File: config.mk
export PLATFORM = sky130hd
export DESIGN_NAME = julian_date_to_calendar_top
export DESIGN_NICKNAME = d
export VERILOG_FILES = /design/src/rtl/jdc_pkg.sv /design/src/rtl/jdc_front.sv /design/src/rtl/jdc_date.sv /design/src/rtl/jdc_time.sv /design/src/rtl/julian_date_to_calendar_top.sv
export SDC_FILE = /design/constraint.sdc
export NUM_CORES = 2
export LEC_CHECK = 0
export ABC_AREA = 1
export ABC_CLOCK_PERIOD_IN_PS = 28900
export BUFFER_PORTS_ARGS = -buffer_cell sky130_fd_sc_hd__clkbuf_2
export CAP_MARGIN = 20
export CORE_UTILIZATION = 37
export DETAILED_ROUTE_END_ITERATION = 10
export HOLD_SLACK_MARGIN = 0.06
export PLACE_DENSITY = 0.56
export SLEW_MARGIN = 15
export SYNTH_ARGS = -nofsm -noshare
export SYNTH_HDL_FRONTEND = slang
export SYNTH_SLANG_ARGS = --single-unit
File: constraint.sdc
create_clock -name clk -period 28.9 [get_ports clk]
set_input_delay 5.78 -clock clk [delete_from_list [all_inputs] [get_ports clk]]
set_output_delay 5.78 -clock clk [all_outputs]
set_load 0.05 [all_outputs]
File: src/rtl/jdc_pkg.sv
// Shared widths, constants, types and tables for the Julian date converter.
`timescale 1ns / 1ps

package jdc_pkg;

  // Fixed-point input format.
  localparam int FRAC_BITS = 32;
  localparam int JD_W      = 63;
  localparam int SUM_W     = 64;

  // Result field widths.
  localparam int YEAR_W  = 24;
  localparam int MONTH_W = 4;
  localparam int DAY_W   = 5;
  localparam int HOUR_W  = 5;
  localparam int MIN_W   = 6;
  localparam int SEC_W   = 6;

  // Pipeline: stage 0 is the input register, the last stage feeds the output register.
  localparam int LAST_STAGE = 8;

  // Day arithmetic widths.
  localparam int L0_W   = 32;
  localparam int REM_W  = 34;
  localparam int N_W    = 16;
  localparam int L1_W   = 16;
  localparam int X_W    = 17;
  localparam int IP_W   = 29;
  localparam int I_W    = 7;
  localparam int L2_W   = 10;
  localparam int JP_W   = 22;
  localparam int JE_W   = 6;
  localparam int RJ_W   = 18;
  localparam int J_W    = 4;
  localparam int YR_W   = 25;

  // Time-of-day widths.
  localparam int TP_W    = FRAC_BITS + 10;
  localparam int SECS_W  = 17;
  localparam int MPROD_W = 36;
  localparam int MINS_W  = 11;
  localparam int HPROD_W = 24;

  localparam logic [31:0] DAY_LIMIT = 32'd2147483647;

  // Fliegel-Van Flandern constants.
  localparam logic [L0_W-1:0] C_OFFSET    = 32'd68569;
  localparam logic [17:0]     C_4CENT     = 18'd146097;
  localparam logic [16:0]     C_N_RECIP   = 17'd117592;   // floor(2^34 / 146097)
  localparam int              C_N_SHIFT   = 32;
  localparam logic [11:0]     C_I_RECIP   = 12'd2870;     // floor(4000 * 2^20 / 1461001)
  localparam int              C_I_SHIFT   = 20;
  localparam logic [11:0]     C_I_MUL     = 12'd4000;
  localparam logic [20:0]     C_I_DIV     = 21'd1461001;
  localparam logic [10:0]     C_4YEAR     = 11'd1461;
  localparam logic [5:0]      C_MAR_OFS   = 6'd31;
  localparam logic [11:0]     C_J_RECIP   = 12'd2142;     // floor(80 * 2^16 / 2447)
  localparam int              C_J_SHIFT   = 16;
  localparam logic [6:0]      C_J_MUL     = 7'd80;
  localparam logic [11:0]     C_J_DIV     = 12'd2447;
  localparam logic [J_W-1:0]  C_J_WRAP    = 4'd11;
  localparam logic [J_W-1:0]  C_MON_BACK  = 4'd10;
  localparam logic [J_W-1:0]  C_MON_FWD   = 4'd2;
  localparam logic [6:0]      C_CENTURY   = 7'd100;
  localparam logic [12:0]     C_YEAR_BASE = 13'd4900;

  // Seconds of day: 86400 = 675 * 128.
  localparam logic [9:0]      C_SEC_MUL   = 10'd675;
  localparam logic [18:0]     C_SEC_RECIP = 19'd279621;   // ceil(2^24 / 60)
  localparam int              C_SEC_SHIFT = 24;
  localparam logic [12:0]     C_MIN_RECIP = 13'd4370;     // ceil(2^18 / 60)
  localparam int              C_MIN_SHIFT = 18;
  localparam logic [5:0]      C_SIXTY     = 6'd60;

  typedef struct packed {
    logic                 ok;
    logic [L0_W-1:0]      l0;
    logic [FRAC_BITS-1:0] frac;
  } jdc_front_t;

  typedef struct packed {
    logic                     ok;
    logic signed [YEAR_W-1:0] year;
    logic [MONTH_W-1:0]       month;
    logic [DAY_W-1:0]         day;
  } jdc_date_t;

  typedef struct packed {
    logic [HOUR_W-1:0] hour;
    logic [MIN_W-1:0]  minute;
    logic [SEC_W-1:0]  second;
  } jdc_tod_t;

  // floor(2447 * j / 80): days before the start of month index j (March based).
  function automatic logic [8:0] month_start(input logic [J_W-1:0] j);
    logic [8:0] r;
    case (j)
      4'd0:    r = 9'd0;
      4'd1:    r = 9'd30;
      4'd2:    r = 9'd61;
      4'd3:    r = 9'd91;
      4'd4:    r = 9'd122;
      4'd5:    r = 9'd152;
      4'd6:    r = 9'd183;
      4'd7:    r = 9'd214;
      4'd8:    r = 9'd244;
      4'd9:    r = 9'd275;
      4'd10:   r = 9'd305;
      4'd11:   r = 9'd336;
      4'd12:   r = 9'd367;
      4'd13:   r = 9'd397;
      4'd14:   r = 9'd428;
      default: r = 9'd458;
    endcase
    return r;
  endfunction

endpackage

File: src/rtl/jdc_front.sv
// Input register and split of the Julian date into day number and day fraction.
`timescale 1ns / 1ps

module jdc_front (
  input  logic                    clk,
  input  logic                    en,
  input  logic [jdc_pkg::JD_W-1:0] julian_date,
  output jdc_pkg::jdc_front_t     front
);
  import jdc_pkg::*;

  logic [JD_W-1:0]  jd_r;
  logic [SUM_W-1:0] sum;
  logic [SUM_W-1:0] whole;
  jdc_front_t       front_r;
  jdc_front_t       front_nxt;

  // Adding half a day moves the day boundary from noon to midnight.
  always_comb begin
    sum             = {1'b0, jd_r} + (SUM_W'(1) << (FRAC_BITS - 1));
    whole           = sum >> FRAC_BITS;
    front_nxt.ok    = (whole <= SUM_W'(DAY_LIMIT));
    front_nxt.l0    = L0_W'(whole[30:0]) + C_OFFSET;
    front_nxt.frac  = sum[FRAC_BITS-1:0];
  end

  always_ff @(posedge clk) begin
    if (en) begin
      jd_r    <= julian_date;
      front_r <= front_nxt;
    end
  end

  assign front = front_r;

endmodule

File: src/rtl/jdc_date.sv
// Day number to Gregorian year, month and day, one constant division per pair of stages.
`timescale 1ns / 1ps

module jdc_date (
  input  logic                clk,
  input  logic                en,
  input  jdc_pkg::jdc_front_t front,
  output jdc_pkg::jdc_date_t  date
);
  import jdc_pkg::*;

  // Stage 2
  logic                   ok2_r;
  logic [L0_W-1:0]        l0_2_r;
  logic [L0_W+16:0]       pn_r, pn_nxt;
  // Stage 3
  logic                   ok3_r;
  logic [N_W-1:0]         n3_r, n3_nxt;
  logic [L1_W-1:0]        l1_3_r, l1_3_nxt;
  // Stage 4
  logic                   ok4_r;
  logic [N_W-1:0]         n4_r;
  logic [L1_W-1:0]        l1_4_r;
  logic [IP_W-1:0]        ip_r, ip_nxt;
  // Stage 5
  logic                   ok5_r;
  logic [N_W-1:0]         n5_r;
  logic [L1_W-1:0]        l1_5_r;
  logic [I_W-1:0]         i5_r, i5_nxt;
  // Stage 6
  logic                   ok6_r;
  logic [N_W-1:0]         n6_r;
  logic [I_W-1:0]         i6_r;
  logic [L2_W-1:0]        l2_6_r, l2_6_nxt;
  // Stage 7
  logic                   ok7_r;
  logic [N_W-1:0]         n7_r;
  logic [I_W-1:0]         i7_r;
  logic [L2_W-1:0]        l2_7_r;
  logic [JP_W-1:0]        jp_r, jp_nxt;
  // Stage 8
  logic                   ok8_r;
  logic [N_W-1:0]         n8_r;
  logic [I_W-1:0]         i8_r;
  logic [L2_W-1:0]        l2_8_r;
  logic [J_W-1:0]         j8_r, j8_nxt;

  logic [N_W-1:0]   n_est;
  logic [REM_W-1:0] n_rem;
  logic [REM_W-1:0] n_rem_fix;
  logic [X_W-1:0]   x3;
  logic [X_W-1:0]   x4;
  logic [I_W-1:0]   i_est;
  logic [IP_W-1:0]  i_rem;
  logic [17:0]      yrs_days;
  logic [L1_W+1:0]  l2_full;
  logic [JE_W-1:0]  j_est;
  logic [RJ_W-1:0]  j_rem;
  logic             l3;
  logic [YR_W-1:0]  yr_full;

  // Each quotient estimate from a reciprocal is exact or one short; the remainder fixes it.
  always_comb begin
    pn_nxt = (L0_W+17)'(front.l0) * (L0_W+17)'(C_N_RECIP);

    n_est  = pn_r[C_N_SHIFT +: N_W];
    n_rem  = {l0_2_r, 2'b00} - REM_W'(n_est) * REM_W'(C_4CENT);
    if (n_rem >= REM_W'(C_4CENT)) begin
      n3_nxt    = n_est + N_W'(1);
      n_rem_fix = n_rem - REM_W'(C_4CENT);
    end else begin
      n3_nxt    = n_est;
      n_rem_fix = n_rem;
    end
    l1_3_nxt = n_rem_fix[L1_W+1:2];

    x3     = X_W'(l1_3_r) + X_W'(1);
    ip_nxt = IP_W'(x3) * IP_W'(C_I_RECIP);

    x4    = X_W'(l1_4_r) + X_W'(1);
    i_est = ip_r[C_I_SHIFT +: I_W];
    i_rem = IP_W'(x4) * IP_W'(C_I_MUL) - IP_W'(i_est) * IP_W'(C_I_DIV);
    if (i_rem >= IP_W'(C_I_DIV)) begin
      i5_nxt = i_est + I_W'(1);
    end else begin
      i5_nxt = i_est;
    end

    yrs_days = (18'(i5_r) * 18'(C_4YEAR)) >> 2;
    l2_full  = (L1_W+2)'(l1_5_r) + (L1_W+2)'(C_MAR_OFS) - (L1_W+2)'(yrs_days);
    l2_6_nxt = l2_full[L2_W-1:0];

    jp_nxt = JP_W'(l2_6_r) * JP_W'(C_J_RECIP);

    j_est = jp_r[C_J_SHIFT +: JE_W];
    j_rem = RJ_W'(l2_7_r) * RJ_W'(C_J_MUL) - RJ_W'(j_est) * RJ_W'(C_J_DIV);
    if (j_rem >= RJ_W'(C_J_DIV)) begin
      j8_nxt = J_W'(j_est + JE_W'(1));
    end else begin
      j8_nxt = J_W'(j_est);
    end
  end

  // Month index runs from March; the last two wrap into the next year.
  always_comb begin
    l3         = (j8_r >= C_J_WRAP);
    date.ok    = ok8_r;
    date.day   = DAY_W'(l2_8_r - L2_W'(month_start(j8_r)));
    date.month = l3 ? (j8_r - C_MON_BACK) : (j8_r + C_MON_FWD);
    yr_full    = YR_W'(n8_r) * YR_W'(C_CENTURY) - YR_W'(C_YEAR_BASE)
                 + YR_W'(i8_r) + YR_W'(l3);
    date.year  = YEAR_W'(yr_full);
  end

  always_ff @(posedge clk) begin
    if (en) begin
      ok2_r  <= front.ok;
      l0_2_r <= front.l0;
      pn_r   <= pn_nxt;

      ok3_r  <= ok2_r;
      n3_r   <= n3_nxt;
      l1_3_r <= l1_3_nxt;

      ok4_r  <= ok3_r;
      n4_r   <= n3_r;
      l1_4_r <= l1_3_r;
      ip_r   <= ip_nxt;

      ok5_r  <= ok4_r;
      n5_r   <= n4_r;
      l1_5_r <= l1_4_r;
      i5_r   <= i5_nxt;

      ok6_r  <= ok5_r;
      n6_r   <= n5_r;
      i6_r   <= i5_r;
      l2_6_r <= l2_6_nxt;

      ok7_r  <= ok6_r;
      n7_r   <= n6_r;
      i7_r   <= i6_r;
      l2_7_r <= l2_6_r;
      jp_r   <= jp_nxt;

      ok8_r  <= ok7_r;
      n8_r   <= n7_r;
      i8_r   <= i7_r;
      l2_8_r <= l2_7_r;
      j8_r   <= j8_nxt;
    end
  end

endmodule

File: src/rtl/jdc_time.sv
// Day fraction to hour, minute and second, rounded to the nearest second.
`timescale 1ns / 1ps

module jdc_time (
  input  logic                clk,
  input  logic                en,
  input  jdc_pkg::jdc_front_t front,
  output jdc_pkg::jdc_tod_t   tod
);
  import jdc_pkg::*;

  logic [TP_W-1:0]    tp_r, tp_nxt;
  logic [SECS_W-1:0]  secs_r, secs_nxt;
  logic [MPROD_W-1:0] mprod_r, mprod_nxt;
  logic [MINS_W-1:0]  m_r, m_nxt;
  logic [SEC_W-1:0]   sec4_r, sec4_nxt;
  logic [HPROD_W-1:0] hp_r, hp_nxt;
  logic [HOUR_W-1:0]  h;
  jdc_tod_t           tod5_r, tod5_nxt;
  jdc_tod_t           tod6_r;
  jdc_tod_t           tod7_r;
  jdc_tod_t           tod8_r;

  // Half a second is added before the product is cut down to whole seconds.
  always_comb begin
    tp_nxt    = TP_W'(front.frac) * TP_W'(C_SEC_MUL) + (TP_W'(1) << (FRAC_BITS - 8));

    secs_nxt  = tp_r[FRAC_BITS+9:FRAC_BITS-7];
    mprod_nxt = MPROD_W'(secs_nxt) * MPROD_W'(C_SEC_RECIP);

    m_nxt     = mprod_r[C_SEC_SHIFT +: MINS_W];
    sec4_nxt  = SEC_W'(secs_r - SECS_W'(m_nxt) * SECS_W'(C_SIXTY));
    hp_nxt    = HPROD_W'(m_nxt) * HPROD_W'(C_MIN_RECIP);

    h               = hp_r[C_MIN_SHIFT +: HOUR_W];
    tod5_nxt.hour   = h;
    tod5_nxt.minute = MIN_W'(m_r - MINS_W'(h) * MINS_W'(C_SIXTY));
    tod5_nxt.second = sec4_r;
  end

  always_ff @(posedge clk) begin
    if (en) begin
      tp_r    <= tp_nxt;
      secs_r  <= secs_nxt;
      mprod_r <= mprod_nxt;
      m_r     <= m_nxt;
      sec4_r  <= sec4_nxt;
      hp_r    <= hp_nxt;
      tod5_r  <= tod5_nxt;
      tod6_r  <= tod5_r;
      tod7_r  <= tod6_r;
      tod8_r  <= tod7_r;
    end
  end

  assign tod = tod8_r;

endmodule

File: src/rtl/julian_date_to_calendar_top.sv
// Top level of the Julian date to Gregorian calendar date and time converter.
//
// Usage: the input channel (in_valid, in_ready, in_julian_date) takes one Julian date
// per transfer, unsigned fixed point with FRAC_BITS fraction bits. Each input gives
// exactly one result on the output channel (out_valid, out_ready and the out_ fields):
// out_ok, the Gregorian year (astronomical numbering), month, day of month, and the
// time of day rounded to the nearest second. Hour 24 appears when the fraction rounds
// up to a full day. A whole day beyond 2147483647 gives out_ok low and all fields zero.
//
// A transfer runs through the input register, stages 1 to 8 and the output register.
// The converter takes one transfer per cycle unless the output stalls: a ten-register
// pipeline in which a stage holds at most one constant-reciprocal multiply per path.
//
// Reset (rst_n low, synchronous) empties the pipeline and the output register.
// When the receiver stalls, the result holds in the output register and the pipeline
// keeps accepting items until its last stage is full; then in_ready falls.
`timescale 1ns / 1ps

module julian_date_to_calendar_top (
  input  logic                             clk,
  input  logic                             rst_n,
  input  logic                             in_valid,
  output logic                             in_ready,
  input  logic [jdc_pkg::JD_W-1:0]         in_julian_date,
  output logic                             out_valid,
  input  logic                             out_ready,
  output logic                             out_ok,
  output logic signed [jdc_pkg::YEAR_W-1:0] out_year,
  output logic [jdc_pkg::MONTH_W-1:0]      out_month,
  output logic [jdc_pkg::DAY_W-1:0]        out_day_of_month,
  output logic [jdc_pkg::HOUR_W-1:0]       out_hour,
  output logic [jdc_pkg::MIN_W-1:0]        out_minute,
  output logic [jdc_pkg::SEC_W-1:0]        out_second
);
  import jdc_pkg::*;

  logic [LAST_STAGE:0] vld_r;
  logic                out_valid_r, out_valid_nxt;
  logic                en;
  logic                load;
  jdc_front_t          front;
  jdc_date_t           date;
  jdc_tod_t            tod;
  jdc_date_t           date_r, date_nxt;
  jdc_tod_t            tod_r, tod_nxt;

  jdc_front u_front (
    .clk         (clk),
    .en          (en),
    .julian_date (in_julian_date),
    .front       (front)
  );

  jdc_date u_date (
    .clk   (clk),
    .en    (en),
    .front (front),
    .date  (date)
  );

  jdc_time u_time (
    .clk   (clk),
    .en    (en),
    .front (front),
    .tod   (tod)
  );

  // The whole pipeline moves together unless the last stage is blocked by a held result.
  always_comb begin
    en       = !(vld_r[LAST_STAGE] && out_valid_r && !out_ready);
    in_ready = en;
    load     = en && vld_r[LAST_STAGE];
    if (load) begin
      out_valid_nxt = 1'b1;
    end else if (out_ready) begin
      out_valid_nxt = 1'b0;
    end else begin
      out_valid_nxt = out_valid_r;
    end

    if (date.ok) begin
      date_nxt = date;
      tod_nxt  = tod;
    end else begin
      date_nxt = '0;
      tod_nxt  = '0;
    end
  end

  always_ff @(posedge clk) begin
    if (!rst_n) begin
      vld_r       <= '0;
      out_valid_r <= 1'b0;
    end else begin
      if (en) begin
        vld_r <= {vld_r[LAST_STAGE-1:0], in_valid};
      end
      out_valid_r <= out_valid_nxt;
    end
  end

  always_ff @(posedge clk) begin
    if (load) begin
      date_r <= date_nxt;
      tod_r  <= tod_nxt;
    end
  end

  assign out_valid        = out_valid_r;
  assign out_ok           = date_r.ok;
  assign out_year         = date_r.year;
  assign out_month        = date_r.month;
  assign out_day_of_month = date_r.day;
  assign out_hour         = tod_r.hour;
  assign out_minute       = tod_r.minute;
  assign out_second       = tod_r.second;

  // The input side only stalls behind a result that the receiver is holding off.
  a_stall_cause: assert property (@(posedge clk) disable iff (!rst_n)
    !in_ready |-> (out_valid && !out_ready))
    else $error("in_ready low without a stalled result");

  // A rejected day number carries no date or time.
  a_reject_zero: assert property (@(posedge clk) disable iff (!rst_n)
    (out_valid && !out_ok) |-> (out_year == '0 && out_month == '0 &&
      out_day_of_month == '0 && out_hour == '0 && out_minute == '0 && out_second == '0))
    else $error("rejected result has non-zero fields");

  // A converted date has a month from 1 to 12 and a day of month from 1 to 31.
  a_date_range: assert property (@(posedge clk) disable iff (!rst_n)
    (out_valid && out_ok) |-> (out_month >= 4'd1 && out_month <= 4'd12 &&
      out_day_of_month >= 5'd1 && out_day_of_month <= 5'd31))
    else $error("converted month or day out of range");

  // Minutes and seconds stay below sixty, and hour 24 only comes from a rounding carry.
  a_tod_range: assert property (@(posedge clk) disable iff (!rst_n)
    out_valid |-> (out_minute < 6'd60 && out_second < 6'd60 && out_hour <= 5'd24 &&
      (out_hour != 5'd24 || (out_minute == '0 && out_second == '0))))
    else $error("time of day out of range");

endmodule
==> impl_metrics.csv <==
group,metric,value,unit
setup_path,worst-path-buf-inv,5,
setup_path,crit_required,23.12,ns
setup_path,type_of_element_launching_the_critical_path,"input pin",
timing,maxSlewViolCount,0,
floorplanning,die_area,176000,µm²
timing,setup_tns,0,ns
layout,post_route_cells_drive_above_1_share,0.0460,
logic_synthesis,syn-mean-instance-area,9.49,µm²
routing,antenna_violating_nets_post_route,0,
setup_path,path_common_cell,"clkbuf_2",
setup_path,critical_path_start_end_classification,"in -> out",
clock_tree,cts_post_setup_buffers_inserted,0,
logic_synthesis,synth.mux.area_fraction,0,
clock_tree,postCtsHoldBufs,0,
timing,rsz0062_at_grt,"false",
routing,route.final.wire_length,135000,µm
timing,finalSetupViolCount,0,
floorplanning,start_util,0.372,
logic_synthesis,synth_fa_ha_area_frac,0.419,
setup_path,worst_path_max_stage_delay,0.36,ns
logic_synthesis,synth_simple_gate_area_share,0.123,
logic_synthesis,synth_enable_flop_cells,561,
floorplanning,fp.dieW,420,µm
setup_path,launch_instance_of_the_worst_register_to_register_path,"u_date.l1_4_r[0]$_DFFE_PN_",
timing,report.final.hold_viol_count,0,
global_routing,globalRoute.totalOverflow,0,
timing,max_clock_freq,79.4,MHz
routing,vias_per_cell,4.70,
clock_tree,cts_num_sinks,576,
setup_path,worst_r2r_endpoint,"u_date.i5_r[0]$_DFFE_PN_",
timing,worst_pin_slew,1.03,ns
floorplanning,core.rowCount,153,
worst_hold_path,worst_hold_path.num_cells,0,
routing,drt_pass_1_iters,5,
place,finalWeightedCongestion,0.896,
logic_synthesis,combinational_family_with_the_most_area_after_synthesis,"adder cells",
clock_tree,cts_root_buffer,"clkbuf_16",
run,drv.max_cap_violation_count,0,
setup_path,timing.critical_path.to_type,"output port",
logic_synthesis,yosys.area_share.xor_xnor,0.0373,
setup_path,worstPathCellList,"clkbuf_2 > inv_1 > nand2_1 > nor2_1 > buf_4 > inv_8 > clkbuf_2",
logic_synthesis,post_synth_instance_area,64600,µm²
floorplanning,top_level_ports,120,
setup_path,worst-r2r-setup-slack,19.19,ns
routing,detailedRoute.firstIterationViolations,1833,
logic_synthesis,postSynthRegisterBits,576,
setup_path,crit_path_max_fanout,21,
setup_path,worst_path_dominant_cell_family,"buffers and inverters",
setup_path,worst_r2r_path_depth,41,
timing,slew_headroom,0.311,
layout,fillCellCount,17200,
timing,finalCritPeriodShare,0.436,
clock_tree,numCtsBuffers,71,
setup_path,critPathArrivalTime,6.82,ns
logic_synthesis,asyncSetResetFlopFracSynth,0,
routing,drcViolationCount,0,
logic_synthesis,area_fraction_in_compound_gates_after_synthesis,0.0613,
global_routing,grt_first_pass_wirelength,226000,µm
clock_tree,clk_pin_slew_worst_paths,0.06,ns
logic_synthesis,synth.distinct_cells,57,
layout,fin_nets,8837,
routing,vias,44100,
place,dp.final_hpwl,115000,µm
logic_synthesis,yosysSeqAreaShare,0.265,
routing,post_drt_wl_per_cell,14.4,µm
clock_tree,clkLatencyLatePin,0.70,ns
run_status,status,"complete, no violations",
clock_tree,cts_repair_resize_count,0,
clock_tree,ctsLongestPathBuffers,3,
global_routing,grt.total_usage,0.158,
layout,fin_util,0.406,
worst_hold_path,worst_hold_path.endpoint,"u_date.n5_r[7]$_DFFE_PN_",
worst_hold_path,holdCritStartpoint,"u_date.n4_r[7]$_DFFE_PN_",
place,portBuffers,119,
global_routing,grt_max_degree,131,
logic_synthesis,ys_warn_count,0,
layout,final_antenna_diode_count,0,
timing,timing.final.crit_period,12.60,ns
layout,area_growth,9.15,%
logic_synthesis,postSynthNetCount,8644,
global_routing,antenna_found_initial,1,
floorplanning,die_height,420,µm
logic_synthesis,ys.flop_type,"edfxtp_1",
floorplanning,placeableCoreArea,174000,µm²
worst_hold_path,worstHoldPathType,"reg -> reg",
setup_path,timing.critical_path.slowest_stage_cell,"clkbuf_2",
logic_synthesis,synthCells,6810,
clock_tree,h-tree-depth,3,
global_routing,number_of_global_route_vias_before_repair,45800,
timing,fin_skew,0.0642,ns
clock_tree,cts_tree,"yes",
worst max path at each step:
stage          startpoint       end  slack [ns]  cells after the start
6_report        out_ready  in_ready       16.30                      7
5_1_grt         out_ready  in_ready       16.23                      7
4_1_cts         out_ready  in_ready       16.29                      7
3_5_place_dp    out_ready  in_ready       16.29                      7
3_3_place_gp    out_ready  in_ready       16.29                      7
2_1_floorplan   out_ready  in_ready        2.71                      5
state kept, by name (all words and copies together), names as in the netlist, 17 cells and up, named ones only:
| signal | count |
|---|---|
| u_time.tod6_r | 17 |
| u_front.jd_r | 63 |
| u_time.tp_r | 17 |
| out_year | 24 |
| u_time.tod | 17 |
| u_time.tod7_r | 17 |
| u_time.tod5_r | 17 |
| u_front.front | 65 |
| u_date.l0_2_r | 32 |
layout make-up:
type / count / area [µm²] / area share
well taps: 2325 / 2910 / 0.0412
multi-input cells: 4611 / 41400 / 0.587
repair buffers: 138 / 751 / 0.0106
inverters: 1605 / 6030 / 0.0855
flip-flops and latches: 576 / 17100 / 0.243
clock buffers: 83 / 1890 / 0.0268
clock inverters: 45 / 440 / 0.00624
metrics by stage:
stage	hold WS [ns]	area, µm²	worst slack (ns)	cells
floorplan	0.400	64600	2.71	6810
global placement	0.401	68200	16.29	9255
detailed placement	0.405	68200	16.29	9255
CTS	0.405	70600	16.29	9383
global route	0.410	70600	16.23	9383
finish	0.408	70600	16.30	9383
cell usage after synthesis (all sizes together) (7+ instances only):
master | instances | area share
o21a | 24 | 0.0028
dfxtp | 15 | 0.0046
xnor2 | 75 | 0.010
o21ai | 182 | 0.014
a211oi | 9 | 0.0010
a31oi | 30 | 0.0029
o31ai | 12 | 0.0014
nand2 | 1019 | 0.060
and2 | 8 | 0.00077
edfxtp | 561 | 0.26
a21oi | 335 | 0.026
a21o | 32 | 0.0037
nor4 | 16 | 0.0019
nand4 | 70 | 0.0068
nand3b | 20 | 0.0023
fa | 659 | 0.20
clkbuf | 8 | 0.00046
o211ai | 15 | 0.0017
inv | 1605 | 0.093
ha | 1108 | 0.21
o2111ai | 7 | 0.00095
xor2 | 197 | 0.027
nor3 | 72 | 0.0061
nand3 | 247 | 0.020
a21boi | 14 | 0.0016
nor2 | 408 | 0.025
or2 | 8 | 0.00077
o21bai | 24 | 0.0028
buf | 10 | 0.0010
cells by family after synthesis:
group	after synthesis
adder cells (fa/ha/maj)	1767
AND/OR/NAND/NOR	1872
AO/OA/AOI/OAI	700
XOR/XNOR	272
flip-flops	576
buffers and inverters	1623
metal layers:
metal,track usage,part of all wire
met5,0,0
met4,0.0452,0.027
met3,0.0212,0.032
met2,0.282,0.49
met1,0.197,0.45
cells in the final DEF, fill, tap and decap left out, types with 176 or more instances in the layout:
master / count
fa_1: 659
o21ai_0: 176
nand2_1: 1009
a21oi_1: 334
xor2_1: 195
nand3_1: 240
edfxtp_1: 561
inv_1: 1595
ha_1: 1108
nor2_1: 384
Power is not shown: default switching activity piles up to over one toggle a cycle in this logic, so the estimate is an artifact.
